$ cat src/hw/rtl/radix_digit_decomposer_macros.svh
// Assertion macros for the radix digit decomposer.
`ifndef RADIX_DIGIT_DECOMPOSER_MACROS_SVH
`define RADIX_DIGIT_DECOMPOSER_MACROS_SVH

// Same-cycle implication, sampled on clk_i, off while rst_ni is low.
`define RDD_ASSERT_IMP(name, ante, cons, msg) \
  name: assert property (@(posedge clk_i) disable iff (!rst_ni) (ante) |-> (cons)) \
    else $error(msg);

// Next-cycle implication, sampled on clk_i, off while rst_ni is low.
`define RDD_ASSERT_NXT(name, ante, cons, msg) \
  name: assert property (@(posedge clk_i) disable iff (!rst_ni) (ante) |=> (cons)) \
    else $error(msg);

`endif

$ cat src/hw/rtl/rdd_pkg.sv
// Shared types and constants of the radix digit decomposer.
`default_nettype none

package rdd_pkg;

  localparam int VALUE_WIDTH_DEF = 64;
  localparam int RADIX_WIDTH_DEF = 32;
  localparam int DIGIT_WIDTH     = 32;
  localparam int POS_WIDTH       = 6;

  typedef enum logic [2:0] {
    ST_IDLE,
    ST_DIV,
    ST_MSET,
    ST_MUL,
    ST_EMIT
  } state_e;

  typedef struct packed {
    logic load;
    logic div_step;
    logic mul_init;
    logic mul_step;
    logic next_digit;
  } cmd_t;

  typedef struct packed {
    logic cnt_zero;
    logic last;
  } status_t;

endpackage

`default_nettype wire

$ cat src/hw/rtl/rdd_ctrl.sv
// Sequencer of the radix digit decomposer: divide, multiply, emit per digit.
`default_nettype none

module rdd_ctrl (
  input  logic            clk_i,
  input  logic            rst_ni,
  input  logic            start_i,
  input  rdd_pkg::status_t status_i,
  output rdd_pkg::cmd_t   cmd_o,
  output logic            busy_o,
  output logic            valid_o
);

  rdd_pkg::state_e state_q, state_d;

  always_ff @(posedge clk_i or negedge rst_ni) begin
    if (!rst_ni) begin
      state_q <= rdd_pkg::ST_IDLE;
    end else begin
      state_q <= state_d;
    end
  end

  always_comb begin
    state_d = state_q;
    case (state_q)
      rdd_pkg::ST_IDLE: begin
        if (start_i) state_d = rdd_pkg::ST_DIV;
      end
      rdd_pkg::ST_DIV: begin
        if (status_i.cnt_zero) state_d = rdd_pkg::ST_MSET;
      end
      rdd_pkg::ST_MSET: begin
        state_d = rdd_pkg::ST_MUL;
      end
      rdd_pkg::ST_MUL: begin
        if (status_i.cnt_zero) state_d = rdd_pkg::ST_EMIT;
      end
      rdd_pkg::ST_EMIT: begin
        state_d = status_i.last ? rdd_pkg::ST_IDLE : rdd_pkg::ST_DIV;
      end
      default: begin
        state_d = rdd_pkg::ST_IDLE;
      end
    endcase
  end

  always_comb begin
    cmd_o   = '0;
    busy_o  = 1'b1;
    valid_o = 1'b0;
    case (state_q)
      rdd_pkg::ST_IDLE: begin
        busy_o     = 1'b0;
        cmd_o.load = start_i;
      end
      rdd_pkg::ST_DIV: begin
        cmd_o.div_step = 1'b1;
      end
      rdd_pkg::ST_MSET: begin
        cmd_o.mul_init = 1'b1;
      end
      rdd_pkg::ST_MUL: begin
        cmd_o.mul_step = 1'b1;
      end
      rdd_pkg::ST_EMIT: begin
        valid_o          = 1'b1;
        cmd_o.next_digit = !status_i.last;
      end
      default: begin
        busy_o = 1'b0;
      end
    endcase
  end

endmodule

`default_nettype wire

$ cat src/hw/rtl/rdd_datapath.sv
// Datapath: bit-serial restoring divider and shift-add multiplier for term and power.
`default_nettype none

module rdd_datapath #(
  parameter int VALUE_WIDTH = rdd_pkg::VALUE_WIDTH_DEF,
  parameter int RADIX_WIDTH = rdd_pkg::RADIX_WIDTH_DEF
) (
  input  logic                            clk_i,
  input  logic                            rst_ni,
  input  rdd_pkg::cmd_t                   cmd_i,
  output rdd_pkg::status_t                status_o,
  input  logic [VALUE_WIDTH-1:0]          value_i,
  input  logic [RADIX_WIDTH-1:0]          radix_i,
  output logic [rdd_pkg::DIGIT_WIDTH-1:0] digit_o,
  output logic [rdd_pkg::POS_WIDTH-1:0]   position_o,
  output logic [VALUE_WIDTH-1:0]          term_o,
  output logic                            nonzero_o,
  output logic                            last_o
);

  localparam int CntMax   = (VALUE_WIDTH > RADIX_WIDTH) ? VALUE_WIDTH : RADIX_WIDTH;
  localparam int CntWidth = $clog2(CntMax);
  localparam logic [CntWidth-1:0] DivLoad = CntWidth'(VALUE_WIDTH - 1);
  localparam logic [CntWidth-1:0] MulLoad = CntWidth'(RADIX_WIDTH - 1);

  logic [CntWidth-1:0]             cnt_q, cnt_d;
  logic [VALUE_WIDTH-1:0]          quot_q, quot_d;
  logic [RADIX_WIDTH-1:0]          rem_q, rem_d;
  logic [RADIX_WIDTH-1:0]          radix_q, radix_d;
  logic [VALUE_WIDTH-1:0]          power_q, power_d;
  logic [rdd_pkg::POS_WIDTH-1:0]   pos_q, pos_d;
  logic [VALUE_WIDTH-1:0]          mcand_q, mcand_d;
  logic [VALUE_WIDTH-1:0]          acct_q, acct_d;
  logic [VALUE_WIDTH-1:0]          accp_q, accp_d;
  logic [RADIX_WIDTH-1:0]          dsh_q, dsh_d;
  logic [RADIX_WIDTH-1:0]          rsh_q, rsh_d;

  logic [RADIX_WIDTH:0]            trial;
  logic [RADIX_WIDTH:0]            diff;
  logic                            fits;
  logic [RADIX_WIDTH-1:0]          radix_clamped;

  assign radix_clamped = (radix_i[RADIX_WIDTH-1:1] == '0) ? RADIX_WIDTH'(2) : radix_i;

  assign trial = {rem_q, quot_q[VALUE_WIDTH-1]};
  assign diff  = trial - {1'b0, radix_q};
  assign fits  = (trial >= {1'b0, radix_q});

  always_comb begin
    cnt_d   = cnt_q;
    quot_d  = quot_q;
    rem_d   = rem_q;
    radix_d = radix_q;
    power_d = power_q;
    pos_d   = pos_q;
    mcand_d = mcand_q;
    acct_d  = acct_q;
    accp_d  = accp_q;
    dsh_d   = dsh_q;
    rsh_d   = rsh_q;
    if (cmd_i.load) begin
      quot_d  = value_i;
      rem_d   = '0;
      radix_d = radix_clamped;
      power_d = VALUE_WIDTH'(1);
      pos_d   = '0;
      cnt_d   = DivLoad;
    end
    if (cmd_i.div_step) begin
      rem_d  = fits ? diff[RADIX_WIDTH-1:0] : trial[RADIX_WIDTH-1:0];
      quot_d = {quot_q[VALUE_WIDTH-2:0], fits};
      cnt_d  = cnt_q - 1'b1;
    end
    if (cmd_i.mul_init) begin
      mcand_d = power_q;
      acct_d  = '0;
      accp_d  = '0;
      dsh_d   = rem_q;
      rsh_d   = radix_q;
      cnt_d   = MulLoad;
    end
    if (cmd_i.mul_step) begin
      acct_d  = acct_q + (dsh_q[0] ? mcand_q : '0);
      accp_d  = accp_q + (rsh_q[0] ? mcand_q : '0);
      mcand_d = {mcand_q[VALUE_WIDTH-2:0], 1'b0};
      dsh_d   = dsh_q >> 1;
      rsh_d   = rsh_q >> 1;
      cnt_d   = cnt_q - 1'b1;
    end
    if (cmd_i.next_digit) begin
      rem_d   = '0;
      power_d = accp_q;
      pos_d   = pos_q + 1'b1;
      cnt_d   = DivLoad;
    end
  end

  always_ff @(posedge clk_i or negedge rst_ni) begin
    if (!rst_ni) begin
      cnt_q <= '0;
    end else begin
      cnt_q <= cnt_d;
    end
  end

  always_ff @(posedge clk_i) begin
    quot_q  <= quot_d;
    rem_q   <= rem_d;
    radix_q <= radix_d;
    power_q <= power_d;
    pos_q   <= pos_d;
    mcand_q <= mcand_d;
    acct_q  <= acct_d;
    accp_q  <= accp_d;
    dsh_q   <= dsh_d;
    rsh_q   <= rsh_d;
  end

  assign status_o.cnt_zero = (cnt_q == '0);
  assign status_o.last     = (quot_q == '0);

  assign digit_o    = rdd_pkg::DIGIT_WIDTH'(rem_q);
  assign position_o = pos_q;
  assign term_o     = acct_q;
  assign nonzero_o  = (rem_q != '0);
  assign last_o     = (quot_q == '0);

endmodule

`default_nettype wire

$ cat src/hw/rtl/radix_digit_decomposer.sv
// Radix digit decomposer: splits a number into its digits in a given base.
//
// A request is taken at a rising edge with start_i high and busy_o low; it
// carries value_i and radix_i (a radix of 0 or 1 counts as 2). The block then
// emits one result per digit, least significant first: digit, position, the
// term digit * radix^position, a nonzero mark and a last flag. Each result is
// on the outputs for one cycle with valid_o high; the receiver cannot stall.
// Zero yields a single zero digit with last set.
// For each digit the block runs the restoring divider, one quotient bit per
// cycle, then a setup state, then the shift-add multiplier that forms the
// term and the next power, one radix bit per cycle, then an output state.
// A request keeps busy_o high through its last result, and busy_o falls in
// the cycle after the last result. One request is in flight at a time.
// Reset returns the sequencer to idle; no result is pending after reset.
`default_nettype none

`include "radix_digit_decomposer_macros.svh"

module radix_digit_decomposer #(
  parameter int VALUE_WIDTH = rdd_pkg::VALUE_WIDTH_DEF,
  parameter int RADIX_WIDTH = rdd_pkg::RADIX_WIDTH_DEF
) (
  input  logic                            clk_i,
  input  logic                            rst_ni,
  input  logic                            start_i,
  output logic                            busy_o,
  input  logic [VALUE_WIDTH-1:0]          value_i,
  input  logic [RADIX_WIDTH-1:0]          radix_i,
  output logic                            valid_o,
  output logic [rdd_pkg::DIGIT_WIDTH-1:0] digit_o,
  output logic [rdd_pkg::POS_WIDTH-1:0]   position_o,
  output logic [VALUE_WIDTH-1:0]          term_o,
  output logic                            nonzero_o,
  output logic                            last_o
);

  rdd_pkg::cmd_t    cmd;
  rdd_pkg::status_t status;

  rdd_ctrl u_ctrl (
    .clk_i    (clk_i),
    .rst_ni   (rst_ni),
    .start_i  (start_i),
    .status_i (status),
    .cmd_o    (cmd),
    .busy_o   (busy_o),
    .valid_o  (valid_o)
  );

  rdd_datapath #(
    .VALUE_WIDTH (VALUE_WIDTH),
    .RADIX_WIDTH (RADIX_WIDTH)
  ) u_datapath (
    .clk_i      (clk_i),
    .rst_ni     (rst_ni),
    .cmd_i      (cmd),
    .status_o   (status),
    .value_i    (value_i),
    .radix_i    (radix_i),
    .digit_o    (digit_o),
    .position_o (position_o),
    .term_o     (term_o),
    .nonzero_o  (nonzero_o),
    .last_o     (last_o)
  );

  `RDD_ASSERT_IMP(a_valid_busy, valid_o, busy_o, "result outside a request")
  `RDD_ASSERT_NXT(a_valid_pulse, valid_o, !valid_o, "result strobe longer than one cycle")
  `RDD_ASSERT_NXT(a_last_idle, valid_o && last_o, !busy_o, "busy after last digit")
  `RDD_ASSERT_IMP(a_zero_term, valid_o && !nonzero_o, term_o == '0, "zero digit with term")

endmodule

`default_nettype wire

$ cat config.mk
export PLATFORM = sky130hd
export DESIGN_NAME = radix_digit_decomposer
export DESIGN_NICKNAME = d
export VERILOG_FILES = /design/src/hw/rtl/rdd_pkg.sv /design/src/hw/rtl/rdd_ctrl.sv /design/src/hw/rtl/rdd_datapath.sv /design/src/hw/rtl/radix_digit_decomposer.sv
export VERILOG_INCLUDE_DIRS = /design/src /design/src/hw/rtl
export SDC_FILE = /design/constraint.sdc
export NUM_CORES = 1
export LEC_CHECK = 0
export BUFFER_PORTS_ARGS = -buffer_cell sky130_fd_sc_hd__buf_2
export CAP_MARGIN = 5
export CELL_PAD_IN_SITES_DETAIL_PLACEMENT = 0
export CELL_PAD_IN_SITES_GLOBAL_PLACEMENT = 1
export CORE_ASPECT_RATIO = 0.5
export CORE_MARGIN = 5
export CORE_UTILIZATION = 44
export CTS_CLUSTER_SIZE = 14
export DETAILED_ROUTE_END_ITERATION = 16
export HOLD_SLACK_MARGIN = 0.05
export PLACE_DENSITY = 0.81
export SLEW_MARGIN = 40
export SYNTH_ARGS = -nofsm -noshare
export SYNTH_HDL_FRONTEND = slang
export SYNTH_HIERARCHICAL = 1
export SYNTH_SLANG_ARGS = --single-unit
$ cat constraint.sdc
create_clock -name clk_i -period 7.1 [get_ports clk_i]
set_input_delay 1.775 -clock clk_i [delete_from_list [all_inputs] [get_ports clk_i]]
set_output_delay 1.775 -clock clk_i [all_outputs]
set_load 0.005 [all_outputs]
==> impl_metrics.csv <==
group,metric,value,unit
floorplan,coreArea,0.0630,mm²
cts,cts_sinks,463,
floorplan,die_height,188,µm
setup_path,critPathCaptureType,"flop",
timing,period_minus_slack,4530,ps
cells_and_area,nets,3010,
synth,synthCells,2653,
timing,hold_violations,0,
timing,slew_headroom,0.447,
timing,final_max_slew_viol_count,0,
cts,cts-root-buf,"clkbuf_16",
timing,worstMarginPinSlew,830,ps
timing,setup_viol,0,
synth,synth.area.top_cells,"edfxtp_1, ha_1, and2_1",
worst_hold_path,hp-class,"flop to flop",
cts,post_cts_resized,0,
cells_and_area,area_delta_synth_final,11.3,%
synth,ys_async_sr_fraction,0.0194,
detailed_routing,ant_nets,0,
synth,synth_most_common_cell,"edfxtp_1",
synth,synth-seq-area-share,0.483,
place,io_buffers,204,
detailed_routing,wl_per_cell,19.2,µm
cells_and_area,multiInputGateArea,0.0136,mm²
detailed_routing,drc,0,
setup_path,worstSetupPathType,"flop to flop",
cells_and_area,num-fill-cells,5726,
synth,synthTopCellsByCount,"edfxtp_1, and2_1, a21oi_1, nor2_1, clkbuf_1",
power,peakVddDrop,0.224,mV
floorplan,start_util,0.444,
synth,yosysTopAreaCellShare,0.450,
flow_run,max-cap-violations,0,
run_status,status,"finished, final reports clean",
worst_hold_path,min_path_cells,2,
global_routing,grtUsageTotal,0.194,
setup_path,critPathArrivalTime,4850,ps
cts,ctsHoldBuffers,0,
cts,postCtsSetupBuffers,0,
cts,htree_levels,2,
timing,fin_crit_sh,0.639,
cells_and_area,regArea,0.0135,mm²
synth,postSynthAreaPerCell,10.5,µm²
setup_path,reg2reg_depth,13,
detailed_routing,firstDrtPassIters,7,
floorplan,dieArea,0.0691,mm²
setup_path,cp-start-kind,"flop",
synth,synth_warnings,6,
cts,clk_pin_slew_worst_paths,70,ps
synth,syn_area,0.0280,mm²
detailed_routing,initialDrtViolationCount,1531,
power,leakage,12.3,nW
cts,cts_tree,"built",
synth,ys.flop_type,"edfxtp_1",
detailed_routing,vias,20500,
global_routing,grt_max_degree,159,
global_routing,antenna_found_initial,4,
timing,rsz0062_at_grt,"false",
timing,finClkSkew,27.4,ps
place,place_ws,2280,ps
synth,synth_edf_count,419,
synth,ys_seq_elements,463,
timing,finalWorstSetupSlack,2570,ps
synth,synth_nets,2916,
synth,synth_cell_type_count,92,
place,place_congestion,0.865,
synth,yosysTopAreaCell,"edfxtp_1",
power,power_density,413,mW/mm²
floorplan,io_pins,205,
cts,ctsLongestPathBuffers,3,
place,place_hpwl,49100,µm
timing,finalSetupTns,0,ps
setup_path,cp.required,7420,ps
cts,clock_latency,580,ps
global_routing,grt_pass1_wl,110000,µm
cts,cts_inserted_buffers,45,
detailed_routing,viasPerCell,5.66,
global_routing,grt_pass1_vias,20300,
floorplan,die_w,367,µm
cells_and_area,layout-drive-gt1-share,0.153,
floorplan,num_rows,65,
setup_path,crit_fanout,11,
global_routing,grt_overflow,0,
detailed_routing,routed_wl,69400,µm
timing,max_freq,221,MHz
cell usage in the layout (no fill, tap or decap), types with 8 or more instances in the layout:
master     instances
edfxtp_1         419
and2_1           252
buf_2            204
a21oi_1          185
nor2_1           171
nand2_1          164
ha_1             161
o21ai_0          115
a21o_1            98
mux2_2            94
xnor2_1           90
inv_1             73
a22o_1            62
xor2_1            61
clkbuf_16         47
nand4_1           45
nor4_1            38
dfxtp_1           35
nand3_1           33
a31oi_1           29
a22oi_1           25
nor3_1            23
o21bai_1          23
o21a_1            21
o21ai_1           17
and3_1            16
nor2b_1           16
nand2b_1          14
a211oi_1          14
o211ai_1          13
buf_4             12
clkbuf_1          11
clkinv_2          10
mux2i_1           10
dfrtp_1            9
a21boi_0           9
or3_1              8
o22ai_1            8
o31ai_1            8
worst max-delay path, cell delays in order (launching register included):
cell and delay (ps):
edfxtp_1 540, and2_1 230, ha_1 200, fa_1 400, a21o_1 230, a221oi_2 490, o311ai_2 160, a211oi_2 510
or4b_4 250, a31oi_4 90, o41ai_2 590, o21ai_2 190, a41oi_1 290, mux2i_1 100
layout make-up:
type	count	share of cell area
clock buffer	59	0.0395
sequential	463	0.434
timing repair buffer	225	0.0405
tap	837	0.0336
clock inverter	22	0.00683
inverter	75	0.00904
antenna	4	0.000321
multi-input combinational	1937	0.436
layer usage:
metal	up-vias	GRT usage	share of wire
li1	10000	-	-
met1	9995	0.263	0.46
met2	424	0.325	0.47
met3	90	0.0289	0.042
met4	0	0.0563	0.027
met5	-	0	0
where the power goes:
group | switching, mW | internal [mW] | total, mW
sequential | 0.567 | 4.08 | 4.64
combinational | 3.35 | 2.44 | 5.79
clock | 1.05 | 1.37 | 2.42
kinds of logic after synthesis:
kind of cell | after synthesis | share of synthesized area
AOI/OAI and AO/OA | 698 | 0.167
xor gates and xnor gates | 151 | 0.0473
adders and majority gates | 164 | 0.0741
buffers and inverters | 253 | 0.0346
DFF | 463 | 0.483
muxes | 104 | 0.0414
and+or+nand+nor | 820 | 0.153
registers in the layout, summed over array words and instances, names as in the netlist, 6 cells and up:
name,count
u_datapath/cnt_q,6
u_datapath/radix_q,32
u_datapath/rsh_q,32
u_datapath/term_o,64
u_datapath/position_o,6
u_datapath/power_q,64
u_datapath/dsh_q,32
u_datapath/mcand_q,64
u_datapath/quot_q,64
u_datapath/accp_q,64
u_datapath/digit_o,32
stage by stage:
stage	cells	total power [mW]	utilization	cell area [µm²]	hold slack, ps
after CTS	3615	12.9	0.493	31100	502
after global placement	3533	10.3	0.469	29600	468
after floorplan	2653	8.96	-	28000	454
after detailed placement	3534	10.4	0.470	29600	488
final	3622	12.9	0.494	31100	505
after global routing	3622	13.7	0.494	31100	525
final timing paths:
check	to	startpoint	slack (ps)
worst max-delay path	u_datapath/term_o[62]	u_datapath/dsh_q[0]	2570
worst min-delay path	u_datapath/rsh_q[31]	u_datapath/rsh_q[31]	500
worst max register to register	u_datapath/term_o[62]	u_datapath/dsh_q[0]	2570
worst min register to register	u_datapath/rsh_q[31]	u_datapath/rsh_q[31]	500
max in group asynchronous	u_ctrl/state_q[2]	rst_ni	5860
min in group asynchronous	u_datapath/cnt_q[3]	rst_ni	1050
No activity file was read; power rests on OpenSTA's default activity.
